### config.mk
export PLATFORM = sky130hd
export DESIGN_NAME = laser_scan_cluster_centroid_flat
export DESIGN_NICKNAME = d
export VERILOG_FILES = /design/src/lscc_pkg.sv /design/src/lscc_if.sv /design/src/lscc_front.sv /design/src/lscc_queue.sv /design/src/lscc_back.sv /design/src/laser_scan_cluster_centroid.sv /design/src/flat_wrapper.sv
export SDC_FILE = /design/constraint.sdc
export NUM_CORES = 2
export LEC_CHECK = 0
export BUFFER_PORTS_ARGS = -buffer_cell sky130_fd_sc_hd__clkbuf_2
export CAP_MARGIN = 20
export CORE_MARGIN = 8
export CORE_UTILIZATION = 66
export DETAILED_ROUTE_END_ITERATION = 8
export PLACE_DENSITY = 0.83
export SLEW_MARGIN = 0
export SYNTH_ARGS = -nofsm -noshare
export SYNTH_HDL_FRONTEND = slang
export SYNTH_SLANG_ARGS = --single-unit
### constraint.sdc
create_clock -name clk -period 23.6 [get_ports clk]
set_input_delay 3.54 -clock clk [delete_from_list [all_inputs] [get_ports clk]]
set_output_delay 3.54 -clock clk [all_outputs]
set_load 0.005 [all_outputs]
### src/lscc_pkg.sv
// Shared constants, types and tables of the laser scan cluster centroid block.
// No dependencies; every other file imports this package.
package lscc_pkg;

	localparam int RANGE_BITS     = 16;
	localparam int ANGLE_BITS     = 16;
	localparam int TRIG_FRAC_BITS = 15;
	localparam int RUN_COUNT_BITS = 6;

	localparam int COUNT_BITS   = 10;
	localparam int CFG_IDX_BITS = 3;
	localparam int CFG_DATA_BITS = 16;
	localparam int CENT_W       = 17;

	localparam int CORDIC_STEPS = 24;
	localparam int STEP_BITS    = 5;
	localparam int CW           = 33;          // CORDIC datapath, 30 fraction bits
	localparam int TRIG_SH      = 30 - TRIG_FRAC_BITS;
	localparam int TRIG_W       = TRIG_FRAC_BITS + 3;
	localparam int PROD_W       = RANGE_BITS + 1 + TRIG_W;
	localparam int XI_W         = RANGE_BITS + 2;
	localparam int SUM_BITS     = XI_W + RUN_COUNT_BITS;
	localparam int NUM_W        = SUM_BITS + 1;
	localparam int DEN_W        = RUN_COUNT_BITS + 1;
	localparam int DIV_CNT_BITS = $clog2(NUM_W);

	localparam logic signed [CW-1:0] CORDIC_GAIN_INV = CW'(652032874);
	localparam logic [RANGE_BITS-1:0] NO_RETURN = {RANGE_BITS{1'b1}};
	localparam logic [RUN_COUNT_BITS-1:0] RUN_MAX = {RUN_COUNT_BITS{1'b1}};
	localparam logic [COUNT_BITS-1:0] COUNT_MAX = {COUNT_BITS{1'b1}};

	typedef enum logic [CFG_IDX_BITS-1:0] {
		REG_JUMP_LIMIT  = 3'd0,
		REG_MAX_RANGE   = 3'd1,
		REG_MIN_POINTS  = 3'd2,
		REG_MAX_POINTS  = 3'd3,
		REG_ANGLE_START = 3'd4,
		REG_ANGLE_STEP  = 3'd5
	} cfg_reg_t;

	typedef struct packed {
		logic [RANGE_BITS-1:0]     jump_limit_mm;
		logic [RANGE_BITS-1:0]     max_range_mm;
		logic [RUN_COUNT_BITS-1:0] min_points;
		logic [RUN_COUNT_BITS-1:0] max_points;
		logic [ANGLE_BITS-1:0]     angle_start;
		logic [ANGLE_BITS-1:0]     angle_step;
	} cfg_t;

	// classified sample handed from front to back
	typedef struct packed {
		logic [RANGE_BITS-1:0] range;
		logic [ANGLE_BITS-1:0] angle;
		logic                  joins;
		logic                  start;
		logic                  last;
	} item_t;

	typedef enum logic [2:0] {
		BK_IDLE,
		BK_CORDIC,
		BK_MULX,
		BK_MULY,
		BK_UPDATE,
		BK_DIVIDE,
		BK_EMIT
	} back_state_t;

	// arctangent of 2^-i, 2^32 units per turn
	function automatic logic signed [CW-1:0] atan_turn(input logic [STEP_BITS-1:0] i);
		logic signed [CW-1:0] v;
		case (i)
			5'd0:  v = CW'(536870912);
			5'd1:  v = CW'(316933406);
			5'd2:  v = CW'(167458907);
			5'd3:  v = CW'(85004756);
			5'd4:  v = CW'(42667331);
			5'd5:  v = CW'(21354465);
			5'd6:  v = CW'(10679838);
			5'd7:  v = CW'(5340245);
			5'd8:  v = CW'(2670163);
			5'd9:  v = CW'(1335087);
			5'd10: v = CW'(667544);
			5'd11: v = CW'(333772);
			5'd12: v = CW'(166886);
			5'd13: v = CW'(83443);
			5'd14: v = CW'(41722);
			5'd15: v = CW'(20861);
			5'd16: v = CW'(10431);
			5'd17: v = CW'(5215);
			5'd18: v = CW'(2608);
			5'd19: v = CW'(1304);
			5'd20: v = CW'(652);
			5'd21: v = CW'(326);
			5'd22: v = CW'(163);
			5'd23: v = CW'(81);
			default: v = '0;
		endcase
		return v;
	endfunction

endpackage

### src/lscc_if.sv
// Channel interfaces: sample input, cluster result output, configuration write.
// Depends on lscc_pkg.
interface lscc_in_if;
	import lscc_pkg::*;
	logic                  valid;
	logic                  ready;
	logic [RANGE_BITS-1:0] range_mm;
	logic                  scan_last;
	modport source (output valid, range_mm, scan_last, input ready);
	modport sink (input valid, range_mm, scan_last, output ready);
endinterface

interface lscc_out_if;
	import lscc_pkg::*;
	logic                          valid;
	logic                          ready;
	logic signed [CENT_W-1:0]      centroid_x;
	logic signed [CENT_W-1:0]      centroid_y;
	logic [RUN_COUNT_BITS-1:0]     point_count;
	logic                          cluster_valid;
	logic                          scan_end;
	logic [COUNT_BITS-1:0]         clusters_in_scan;
	modport source (output valid, centroid_x, centroid_y, point_count, cluster_valid,
		scan_end, clusters_in_scan, input ready);
	modport sink (input valid, centroid_x, centroid_y, point_count, cluster_valid,
		scan_end, clusters_in_scan, output ready);
endinterface

interface lscc_cfg_if;
	import lscc_pkg::*;
	logic                     valid;
	logic                     ready;
	logic [CFG_IDX_BITS-1:0]  index;
	logic [CFG_DATA_BITS-1:0] data;
	modport source (output valid, index, data, input ready);
	modport sink (input valid, index, data, output ready);
endinterface

### src/lscc_front.sv
// Front end: takes samples, tracks previous range and sample angle, decides joins.
// Depends on lscc_pkg and lscc_if.
module lscc_front (
	input  logic                 clk,
	input  logic                 arst_n,
	lscc_in_if.sink              sample,
	input  lscc_pkg::cfg_t       cfg,
	input  logic                 q_full,
	output logic                 q_push,
	output lscc_pkg::item_t      q_item
);
	import lscc_pkg::*;

	logic                  start_q;
	logic [RANGE_BITS-1:0] prev_q;
	logic [ANGLE_BITS-1:0] angle_q;
	logic [ANGLE_BITS-1:0] angle;
	logic [RANGE_BITS-1:0] diff;

	assign sample.ready = !q_full;
	assign q_push = sample.valid && !q_full;
	assign angle = start_q ? cfg.angle_start : angle_q;
	assign diff = (sample.range_mm > prev_q) ? sample.range_mm - prev_q
		: prev_q - sample.range_mm;

	always_comb begin
		q_item.range = sample.range_mm;
		q_item.angle = angle;
		q_item.start = start_q;
		q_item.last = sample.scan_last;
		q_item.joins = !start_q && sample.range_mm != NO_RETURN && prev_q != NO_RETURN &&
			diff < cfg.jump_limit_mm && sample.range_mm <= cfg.max_range_mm;
	end

	always_ff @(posedge clk or negedge arst_n) begin
		if (!arst_n) begin
			start_q <= 1'b1;
			prev_q <= '0;
			angle_q <= '0;
		end else if (q_push) begin
			start_q <= sample.scan_last;
			prev_q <= sample.range_mm;
			angle_q <= angle + cfg.angle_step;
		end
	end

endmodule

### src/lscc_queue.sv
// Two-entry request queue between front and back ends.
// Depends on lscc_pkg.
module lscc_queue (
	input  logic            clk,
	input  logic            arst_n,
	input  logic            push,
	input  lscc_pkg::item_t push_item,
	output logic            full,
	input  logic            pop,
	output logic            empty,
	output lscc_pkg::item_t head
);
	import lscc_pkg::*;

	item_t      mem_q [2];
	logic       wr_q;
	logic       rd_q;
	logic [1:0] cnt_q;

	assign full = cnt_q == 2'd2;
	assign empty = cnt_q == 2'd0;
	assign head = mem_q[rd_q];

	always_ff @(posedge clk) begin
		if (push) begin
			mem_q[wr_q] <= push_item;
		end
	end

	always_ff @(posedge clk or negedge arst_n) begin
		if (!arst_n) begin
			wr_q <= 1'b0;
			rd_q <= 1'b0;
			cnt_q <= '0;
		end else begin
			if (push) wr_q <= !wr_q;
			if (pop) rd_q <= !rd_q;
			cnt_q <= cnt_q + 2'(push) - 2'(pop);
		end
	end

endmodule

### src/lscc_back.sv
// Back end: CORDIC trig, per-sample projection, run accumulation, serial
// rounding divide and the result register. Depends on lscc_pkg and lscc_if.
module lscc_back (
	input  logic            clk,
	input  logic            arst_n,
	input  lscc_pkg::cfg_t  cfg,
	input  logic            q_empty,
	input  lscc_pkg::item_t q_head,
	output logic            q_pop,
	lscc_out_if.source      result
);
	import lscc_pkg::*;

	back_state_t state_q, state_d;

	item_t                     item_q;
	logic signed [CW-1:0]      cx_q, cy_q, cz_q;
	logic [STEP_BITS-1:0]      step_q;
	logic [1:0]                quad_q;
	logic signed [XI_W-1:0]    xi_q, yi_q;

	logic [RUN_COUNT_BITS-1:0] len_q;
	logic                      ovf_q;
	logic signed [SUM_BITS-1:0] sx_q, sy_q;
	logic [COUNT_BITS-1:0]     cnt_q;

	logic [NUM_W-1:0]          nx_q, ny_q;
	logic [DEN_W-1:0]          rx_q, ry_q, den_q;
	logic [DIV_CNT_BITS-1:0]   dcnt_q;
	logic                      negx_q, negy_q, have_q;
	logic [RUN_COUNT_BITS-1:0] pts_q;
	logic [COUNT_BITS-1:0]     clus_q;

	logic                      res_valid_q;

	localparam logic [STEP_BITS-1:0] LAST_STEP = STEP_BITS'(CORDIC_STEPS - 1);
	localparam logic [DIV_CNT_BITS-1:0] LAST_DIV = DIV_CNT_BITS'(NUM_W - 1);

	function automatic logic qualifies(input logic [RUN_COUNT_BITS-1:0] n, input logic o,
		input cfg_t c);
		return n != '0 && !o && n >= c.min_points && n <= c.max_points;
	endfunction

	// ---- combinational helpers ----
	logic [31:0]              a32;
	logic [29:0]              a_low;
	logic signed [CW-1:0]     dx, dy;
	logic signed [CW-1:0]     xr_full, yr_full;
	logic signed [TRIG_W-1:0] xr, yr;
	logic signed [TRIG_W-1:0] cos_v, sin_v;
	logic signed [PROD_W-1:0] prod;
	logic signed [XI_W-1:0]   xi_new;

	assign a32 = {q_head.angle, {(32 - ANGLE_BITS){1'b0}}};
	assign a_low = a32[29:0];
	assign dx = cy_q >>> step_q;
	assign dy = cx_q >>> step_q;
	assign xr_full = (cx_q + (CW'(1) <<< (TRIG_SH - 1))) >>> TRIG_SH;
	assign yr_full = (cy_q + (CW'(1) <<< (TRIG_SH - 1))) >>> TRIG_SH;
	assign xr = xr_full[TRIG_W-1:0];
	assign yr = yr_full[TRIG_W-1:0];

	// CORDIC vector is final once the loop is done; map back to the quadrant
	always_comb begin
		case (quad_q)
			2'd0: begin cos_v = xr;  sin_v = yr;  end
			2'd1: begin cos_v = -yr; sin_v = xr;  end
			2'd2: begin cos_v = -xr; sin_v = -yr; end
			default: begin cos_v = yr; sin_v = -xr; end
		endcase
	end

	assign prod = $signed({1'b0, item_q.range}) *
		((state_q == BK_MULX) ? cos_v : sin_v);
	assign xi_new = XI_W'((prod + (PROD_W'(1) <<< (TRIG_FRAC_BITS - 1))) >>> TRIG_FRAC_BITS);

	// run update
	logic                       close_a, close_b, have;
	logic [RUN_COUNT_BITS-1:0]  nlen;
	logic                       novf;
	logic signed [SUM_BITS-1:0] nsx, nsy, dsx, dsy;
	logic [RUN_COUNT_BITS-1:0]  dn;
	logic [SUM_BITS-1:0]        magx, magy;
	logic [COUNT_BITS-1:0]      cnt_next;

	always_comb begin
		if (item_q.joins) begin
			if (len_q >= RUN_MAX) begin
				nlen = len_q;
				novf = 1'b1;
				nsx = sx_q;
				nsy = sy_q;
			end else begin
				nlen = len_q + 1'b1;
				novf = ovf_q;
				nsx = sx_q + SUM_BITS'(xi_q);
				nsy = sy_q + SUM_BITS'(yi_q);
			end
		end else begin
			nlen = RUN_COUNT_BITS'(1);
			novf = 1'b0;
			nsx = SUM_BITS'(xi_q);
			nsy = SUM_BITS'(yi_q);
		end
		close_a = !item_q.start && !item_q.joins && qualifies(len_q, ovf_q, cfg);
		close_b = item_q.last && !close_a && qualifies(nlen, novf, cfg);
		have = close_a || close_b;
		dsx = close_a ? sx_q : nsx;
		dsy = close_a ? sy_q : nsy;
		dn = close_a ? len_q : nlen;
		magx = dsx[SUM_BITS-1] ? SUM_BITS'(-dsx) : SUM_BITS'(dsx);
		magy = dsy[SUM_BITS-1] ? SUM_BITS'(-dsy) : SUM_BITS'(dsy);
		cnt_next = (have && cnt_q < COUNT_MAX) ? cnt_q + 1'b1 : cnt_q;
	end

	// one restoring divide step for each axis
	logic [DEN_W:0] tx, ty;
	logic           bx, by;
	always_comb begin
		tx = {rx_q, nx_q[NUM_W-1]};
		ty = {ry_q, ny_q[NUM_W-1]};
		bx = tx >= {1'b0, den_q};
		by = ty >= {1'b0, den_q};
	end

	logic out_free;
	assign out_free = !res_valid_q || result.ready;

	// ---- next state ----
	always_comb begin
		state_d = state_q;
		q_pop = 1'b0;
		case (state_q)
			BK_IDLE: begin
				if (!q_empty) begin
					q_pop = 1'b1;
					state_d = BK_CORDIC;
				end
			end
			BK_CORDIC: if (step_q == LAST_STEP) state_d = BK_MULX;
			BK_MULX: state_d = BK_MULY;
			BK_MULY: state_d = BK_UPDATE;
			BK_UPDATE: begin
				if (have) state_d = BK_DIVIDE;
				else if (item_q.last) state_d = BK_EMIT;
				else state_d = BK_IDLE;
			end
			BK_DIVIDE: if (dcnt_q == LAST_DIV) state_d = BK_EMIT;
			BK_EMIT: if (out_free) state_d = BK_IDLE;
			default: state_d = BK_IDLE;
		endcase
	end

	always_ff @(posedge clk or negedge arst_n) begin
		if (!arst_n) state_q <= BK_IDLE;
		else state_q <= state_d;
	end

	// ---- datapath ----
	always_ff @(posedge clk) begin
		case (state_q)
			BK_IDLE: begin
				item_q <= q_head;
				step_q <= '0;
				cx_q <= CORDIC_GAIN_INV;
				cy_q <= '0;
				if (a_low >= 30'h2000_0000) begin
					cz_q <= $signed({3'b000, a_low}) - CW'(33'sh4000_0000);
					quad_q <= a32[31:30] + 2'd1;
				end else begin
					cz_q <= $signed({3'b000, a_low});
					quad_q <= a32[31:30];
				end
			end
			BK_CORDIC: begin
				step_q <= step_q + 1'b1;
				if (!cz_q[CW-1]) begin
					cx_q <= cx_q - dx;
					cy_q <= cy_q + dy;
					cz_q <= cz_q - atan_turn(step_q);
				end else begin
					cx_q <= cx_q + dx;
					cy_q <= cy_q - dy;
					cz_q <= cz_q + atan_turn(step_q);
				end
			end
			BK_MULX: xi_q <= xi_new;
			BK_MULY: yi_q <= xi_new;
			BK_UPDATE: begin
				have_q <= have;
				pts_q <= have ? dn : '0;
				clus_q <= cnt_next;
				negx_q <= dsx[SUM_BITS-1];
				negy_q <= dsy[SUM_BITS-1];
				nx_q <= {magx, 1'b0} + NUM_W'(dn);
				ny_q <= {magy, 1'b0} + NUM_W'(dn);
				den_q <= {dn, 1'b0};
				rx_q <= '0;
				ry_q <= '0;
				dcnt_q <= '0;
			end
			BK_DIVIDE: begin
				dcnt_q <= dcnt_q + 1'b1;
				rx_q <= bx ? DEN_W'(tx - {1'b0, den_q}) : tx[DEN_W-1:0];
				ry_q <= by ? DEN_W'(ty - {1'b0, den_q}) : ty[DEN_W-1:0];
				nx_q <= {nx_q[NUM_W-2:0], bx};
				ny_q <= {ny_q[NUM_W-2:0], by};
			end
			default: ;
		endcase
	end

	// run state
	always_ff @(posedge clk or negedge arst_n) begin
		if (!arst_n) begin
			len_q <= '0;
			ovf_q <= 1'b0;
			sx_q <= '0;
			sy_q <= '0;
			cnt_q <= '0;
		end else if (state_q == BK_UPDATE) begin
			sx_q <= nsx;
			sy_q <= nsy;
			if (item_q.last) begin
				len_q <= '0;
				ovf_q <= 1'b0;
				cnt_q <= '0;
			end else begin
				len_q <= nlen;
				ovf_q <= novf;
				cnt_q <= cnt_next;
			end
		end
	end

	// result register
	logic load_out;
	assign load_out = state_q == BK_EMIT && out_free;

	always_ff @(posedge clk or negedge arst_n) begin
		if (!arst_n) res_valid_q <= 1'b0;
		else if (load_out) res_valid_q <= 1'b1;
		else if (result.ready) res_valid_q <= 1'b0;
	end

	always_ff @(posedge clk) begin
		if (load_out) begin
			result.centroid_x <= have_q ? (negx_q ? -CENT_W'(nx_q) : CENT_W'(nx_q)) : '0;
			result.centroid_y <= have_q ? (negy_q ? -CENT_W'(ny_q) : CENT_W'(ny_q)) : '0;
			result.point_count <= pts_q;
			result.cluster_valid <= have_q;
			result.scan_end <= item_q.last;
			result.clusters_in_scan <= clus_q;
		end
	end

	assign result.valid = res_valid_q;

`ifndef SYNTHESIS
	a_last_clears_run: assert property (@(posedge clk) disable iff (!arst_n)
		(state_q == BK_UPDATE && item_q.last) |=> (len_q == '0 && cnt_q == '0))
		else $error("run state not cleared after scan end");
	a_cluster_has_points: assert property (@(posedge clk) disable iff (!arst_n)
		(load_out && have_q) |-> (pts_q != '0))
		else $error("cluster emitted with no points");
	a_no_pop_when_busy: assert property (@(posedge clk) disable iff (!arst_n)
		q_pop |-> (state_q == BK_IDLE && !q_empty))
		else $error("queue popped while back end busy");
	a_emit_only_when_caused: assert property (@(posedge clk) disable iff (!arst_n)
		(state_q == BK_UPDATE && !have && !item_q.last) |=> state_q == BK_IDLE)
		else $error("result started for a sample that causes none");
`endif

endmodule

### src/laser_scan_cluster_centroid.sv
// Top level: configuration registers, front end, request queue, back end.
// Depends on lscc_pkg, lscc_if, lscc_front, lscc_queue, lscc_back.
//
//  channel  | modport | payload
//  ---------+---------+-----------------------------------------------------
//  sample   | sink    | range_mm, scan_last
//  result   | source  | centroid_x/y, point_count, cluster_valid, scan_end, ...
//  cfg      | sink    | index, data (always ready)
//
// A sample passes the back end in order: the pop state, 24 CORDIC iterations,
// two multiplies and one update; a sample that ends a scan adds an emit step,
// and one that closes a cluster adds the serial divide and an emit step.
// The front end takes a sample each cycle into a two-entry queue; it stalls
// only when the queue is full. A waiting result holds the back end, and the
// queue then fills and stalls the front end.
// Reset is asynchronous and needs no clearing pass.
module laser_scan_cluster_centroid (
	input  logic       clk,
	input  logic       arst_n,
	lscc_in_if.sink    sample,
	lscc_out_if.source result,
	lscc_cfg_if.sink   cfg
);
	import lscc_pkg::*;

	cfg_t  cfg_q;
	logic  q_full, q_push, q_pop, q_empty;
	item_t push_item, head;

	assign cfg.ready = 1'b1;

	always_ff @(posedge clk or negedge arst_n) begin
		if (!arst_n) begin
			cfg_q.jump_limit_mm <= RANGE_BITS'(800);
			cfg_q.max_range_mm <= RANGE_BITS'(3000);
			cfg_q.min_points <= RUN_COUNT_BITS'(3);
			cfg_q.max_points <= RUN_COUNT_BITS'(19);
			cfg_q.angle_start <= '0;
			cfg_q.angle_step <= ANGLE_BITS'(182);
		end else if (cfg.valid) begin
			case (cfg.index)
				REG_JUMP_LIMIT:  cfg_q.jump_limit_mm <= cfg.data[RANGE_BITS-1:0];
				REG_MAX_RANGE:   cfg_q.max_range_mm <= cfg.data[RANGE_BITS-1:0];
				REG_MIN_POINTS:  cfg_q.min_points <= cfg.data[RUN_COUNT_BITS-1:0];
				REG_MAX_POINTS:  cfg_q.max_points <= cfg.data[RUN_COUNT_BITS-1:0];
				REG_ANGLE_START: cfg_q.angle_start <= cfg.data[ANGLE_BITS-1:0];
				REG_ANGLE_STEP:  cfg_q.angle_step <= cfg.data[ANGLE_BITS-1:0];
				default: ;
			endcase
		end
	end

	lscc_front u_front (
		.clk    (clk),
		.arst_n (arst_n),
		.sample (sample),
		.cfg    (cfg_q),
		.q_full (q_full),
		.q_push (q_push),
		.q_item (push_item)
	);

	lscc_queue u_queue (
		.clk       (clk),
		.arst_n    (arst_n),
		.push      (q_push),
		.push_item (push_item),
		.full      (q_full),
		.pop       (q_pop),
		.empty     (q_empty),
		.head      (head)
	);

	lscc_back u_back (
		.clk     (clk),
		.arst_n  (arst_n),
		.cfg     (cfg_q),
		.q_empty (q_empty),
		.q_head  (head),
		.q_pop   (q_pop),
		.result  (result)
	);

endmodule
### src/flat_wrapper.sv
// flat-port wrapper written by rule: the top's interface ports become plain ports
module laser_scan_cluster_centroid_flat import lscc_pkg::*;
  (clk, arst_n, sample_valid, sample_range_mm, sample_scan_last, sample_ready, result_valid, result_centroid_x, result_centroid_y, result_point_count, result_cluster_valid, result_scan_end, result_clusters_in_scan, result_ready, cfg_valid, cfg_index, cfg_data, cfg_ready);
  lscc_in_if sample_i ();
  lscc_out_if result_i ();
  lscc_cfg_if cfg_i ();
  input  logic clk;
  input  logic arst_n;
  input wire logic [$bits(sample_i.valid)-1:0] sample_valid;
  input wire logic [$bits(sample_i.range_mm)-1:0] sample_range_mm;
  input wire logic [$bits(sample_i.scan_last)-1:0] sample_scan_last;
  output wire logic [$bits(sample_i.ready)-1:0] sample_ready;
  output wire logic [$bits(result_i.valid)-1:0] result_valid;
  output wire logic [$bits(result_i.centroid_x)-1:0] result_centroid_x;
  output wire logic [$bits(result_i.centroid_y)-1:0] result_centroid_y;
  output wire logic [$bits(result_i.point_count)-1:0] result_point_count;
  output wire logic [$bits(result_i.cluster_valid)-1:0] result_cluster_valid;
  output wire logic [$bits(result_i.scan_end)-1:0] result_scan_end;
  output wire logic [$bits(result_i.clusters_in_scan)-1:0] result_clusters_in_scan;
  input wire logic [$bits(result_i.ready)-1:0] result_ready;
  input wire logic [$bits(cfg_i.valid)-1:0] cfg_valid;
  input wire logic [$bits(cfg_i.index)-1:0] cfg_index;
  input wire logic [$bits(cfg_i.data)-1:0] cfg_data;
  output wire logic [$bits(cfg_i.ready)-1:0] cfg_ready;
  assign sample_i.valid = sample_valid;
  assign sample_i.range_mm = sample_range_mm;
  assign sample_i.scan_last = sample_scan_last;
  assign sample_ready = sample_i.ready;
  assign result_valid = result_i.valid;
  assign result_centroid_x = result_i.centroid_x;
  assign result_centroid_y = result_i.centroid_y;
  assign result_point_count = result_i.point_count;
  assign result_cluster_valid = result_i.cluster_valid;
  assign result_scan_end = result_i.scan_end;
  assign result_clusters_in_scan = result_i.clusters_in_scan;
  assign result_i.ready = result_ready;
  assign cfg_i.valid = cfg_valid;
  assign cfg_i.index = cfg_index;
  assign cfg_i.data = cfg_data;
  assign cfg_ready = cfg_i.ready;
  laser_scan_cluster_centroid u_core (.clk(clk), .arst_n(arst_n), .sample(sample_i), .result(result_i), .cfg(cfg_i));
endmodule
==> metrics.yaml <==
routing:
  final_antenna_net_count: 0
  dr_total_vias: 46400
  routed_wire_length_per_instance_um: 20.1
  first_pass_iters: 6
  drc: 0
  initialDrtViolationCount: 4910
  post_drt_via_cell_ratio: 6.38
  detail_route.wirelength_um: 146000
worst_setup_path:
  worst-path-max-fanout: 16
  worst_setup_path_startpoint: "u_core.u_back.cx_q[14]"
  crit_path_most_repeated_cell: "fa_1"
  arrival_ps: 10390
  cp_data_required_time_ps: 23950
  timing.setup.critical_path_class: "flip-flop to flip-flop"
  cp-end-kind: "flip-flop"
  cp_slowest_cell: "or4b_1"
  regToRegStartpoint: "u_core.u_back.cx_q[14]"
  crit_path_max_incr_delay_ps: 620
  worst_setup_path_start_kind: "flip-flop"
logic_synthesis:
  synth.area.mux_share: 0.0667
  synth_seq_cells: 589
  synth_enable_flop_cells: 377
  post-synth-top-count-cell: "nand2_1"
  synth_commonest_cells: "nand2_1 (590), inv_1 (548), a21oi_1 (413)"
  netlist_area_sq_um: 56200
  post_synth_xor_area_fraction: 0.0676
  adder_cell_fraction_of_synth_area: 0.189
  post-synth-top-area-cell: "edfxtp_1"
  avgSynthCellArea_sq_um: 9.18
  synthSimpleGateAreaFrac: 0.162
  netlist.area_leader.share: 0.201
  synthDistinctLibCells: 115
  post_synthesis_async_set_or_reset_flop_share: 0.309
  synth_top_family_by_area: "adder cells"
  synth_sequential_area_ratio: 0.294
  yosys_warnings: 0
  synthesis.nets: 6840
  synth_cells: 6124
  synth_compound_gate_area_share: 0.164
  ys_dominant_reg_cell: "edfxtp_1"
  yosys-top-cells-area: "edfxtp_1 (20%), fa_1 (10%), ha_1 (8.6%), dfrtp_1 (7.2%), nand2_1 (3.9%)"
die:
  ios: 96
  fp.dieArea_sq_um: 94800
  floorplan.initialDensity: 0.663
  chipWidth_um: 308
  row_count: 107
  core_region_area_sq_um: 84700
  die_extent_in_y_um: 308
grt:
  overflow: 0
  pin_count_of_the_biggest_net_entering_global_routing: 74
  first_pass_grt_wire_length_um: 236000
  grt_antenna_before_repair: 3
  first_global_vias: 45500
  global_route.usage.total: 0.303
sta:
  tightestPinTransition_ps: 1220
  post_route_fraction_of_the_period_consumed_by_the_critical_path: 0.425
  timing.final.max_slew_violations: 0
  period_minus_slack_ps: 10030
  grt_setup_unrepaired: "false"
  timing.max_slew.rel_slack: 0.187
  final.setup.worst_slack_ps: 13570
  setup_viol: 0
  setup_tns_ps: 0
  timing.final.hold_violations: 0
  skew_ps: 37.6
  max_freq_mhz: 99.7
finish:
  post_route_cells_drive_above_1_share: 0.0977
  nFillCells: 6220
  multiInputGateArea_sq_um: 36600
  design.final.nets: 6784
  syn2layout_area_growth_pct: 6.98
  sequential_cell_area_sq_um: 16500
clock_network:
  cts_max_path_buffers: 3
  clock_insertion_delay_worst_skew_ps: 640
  number_of_buffers_added_for_setup_after_cts: 0
  cts.sink_count: 589
  cts_tree: "yes"
  cts_max_level: 3
  cts_buffers: 68
  cts-root-buf: "clkbuf_16"
  worst_setup_hold_path_clk_slew_ps: 60
  post_cts_resized: 0
  cts-hold-fix-buffers: 0
hold_path:
  hp-class: "flip-flop to flip-flop"
  startpoint_of_the_lowest_slack_hold_path: "u_core.u_back.pts_q[5]"
run:
  max_cap_violations: 0
place:
  place_ws_ps: 13610
  io_buffers: 94
  place_congestion: 0.945
  dpl.hpwl_um: 107000
run_status:
  run_status: "completed"
## sequential cells by signal, summed over array words and instances, names as in the netlist, 19 cells and up, named ones only
name and flops:
u_core.u_back.ny_q 25, u_core.u_back.cy_q 33, u_core.u_back.nx_q 25, u_core.u_back.cx_q 33
u_core.u_back.sy_q 24, u_core.u_queue.mem_q 70, u_core.u_back.sx_q 24, u_core.cfg_q 76
u_core.u_back.item_q 19, u_core.u_back.cz_q 33
## placed cells by master, fill, tap and decap left out, drive strengths merged, types with 74 or more instances in the layout
master | Yosys | routed
a21o | 108 | 108
fa | 288 | 288
xnor2 | 247 | 247
nand3 | 111 | 111
o21ai | 382 | 382
nor3 | 116 | 116
inv | 549 | 559
dfrtp | 161 | 161
mux2 | 127 | 127
nor2 | 403 | 403
nor2b | 109 | 109
xor2 | 183 | 183
buf | 71 | 74
ha | 387 | 387
clkbuf | 223 | 175
a21oi | 415 | 415
and2 | 201 | 201
nand2 | 591 | 591
edfxtp | 377 | 377
## critical path, delay by kind of cell (launching register included)
kind | cells | cell delay (ps)
xor gates and xnor gates | 2 | 380
DFF | 1 | 480
muxes | 1 | 130
adders and majority gates | 8 | 3570
and+or+nand+nor | 10 | 2560
AOI/OAI and AO/OA | 10 | 2150
buffers and inverters | 5 | 470
## cell families (layout without fill, tap and decap cells)
kind of cell | count (synthesis) | in the layout
simple gates | 1861 | 1861
compound gates | 1453 | 1453
buf+inv | 844 | 843
fa+ha+maj | 675 | 675
flops | 589 | 589
xor+xnor | 431 | 431
mux | 270 | 270
other cells | 1 | 3
## final timing paths
check                                                 endpoint  slack, ps  depth (start not counted)
max                                     u_core.u_back.xi_q[17]      13570                         36
min                        u_core.u_back.result.point_count[5]        420                          0
max reg2reg                             u_core.u_back.xi_q[17]      13570                         36
min reg2reg                u_core.u_back.result.point_count[5]        420                          0
max in group asynchronous             u_core.u_front.prev_q[6]      18570                          3
min in group asynchronous               u_core.u_back.sy_q[22]       2930                          1
## per-stage QoR
step,hold WS (ps),util,area [sq um],cells
after floorplan,400,-,56200,6124
after global placement,405,0.680,57600,7140
after detailed placement,405,0.680,57600,7140
after CTS,421,0.709,60100,7265
after global routing,425,0.710,60100,7268
final,419,0.710,60100,7269
## per-layer routing
layer,share of wire,up-vias,track usage
met5,0.00014,-,0
met4,0.038,4,0.115
met3,0.096,378,0.0570
met2,0.46,2218,0.488
met1,0.41,22300,0.407
li1,-,21500,-
## cell type report
type,count,share of cell area
Timing Repair Buffer,168,0.0175
Inverter,550,0.0344
Antenna cell,2,0.0000832
Multi-Input combinational cell,4691,0.608
Sequential cell,589,0.274
Clock buffer,81,0.0313
Clock inverter,44,0.0104
Tap cell,1144,0.0238
Power is not shown: default switching activity piles up to over one toggle a cycle in this logic, so the estimate is an artifact.
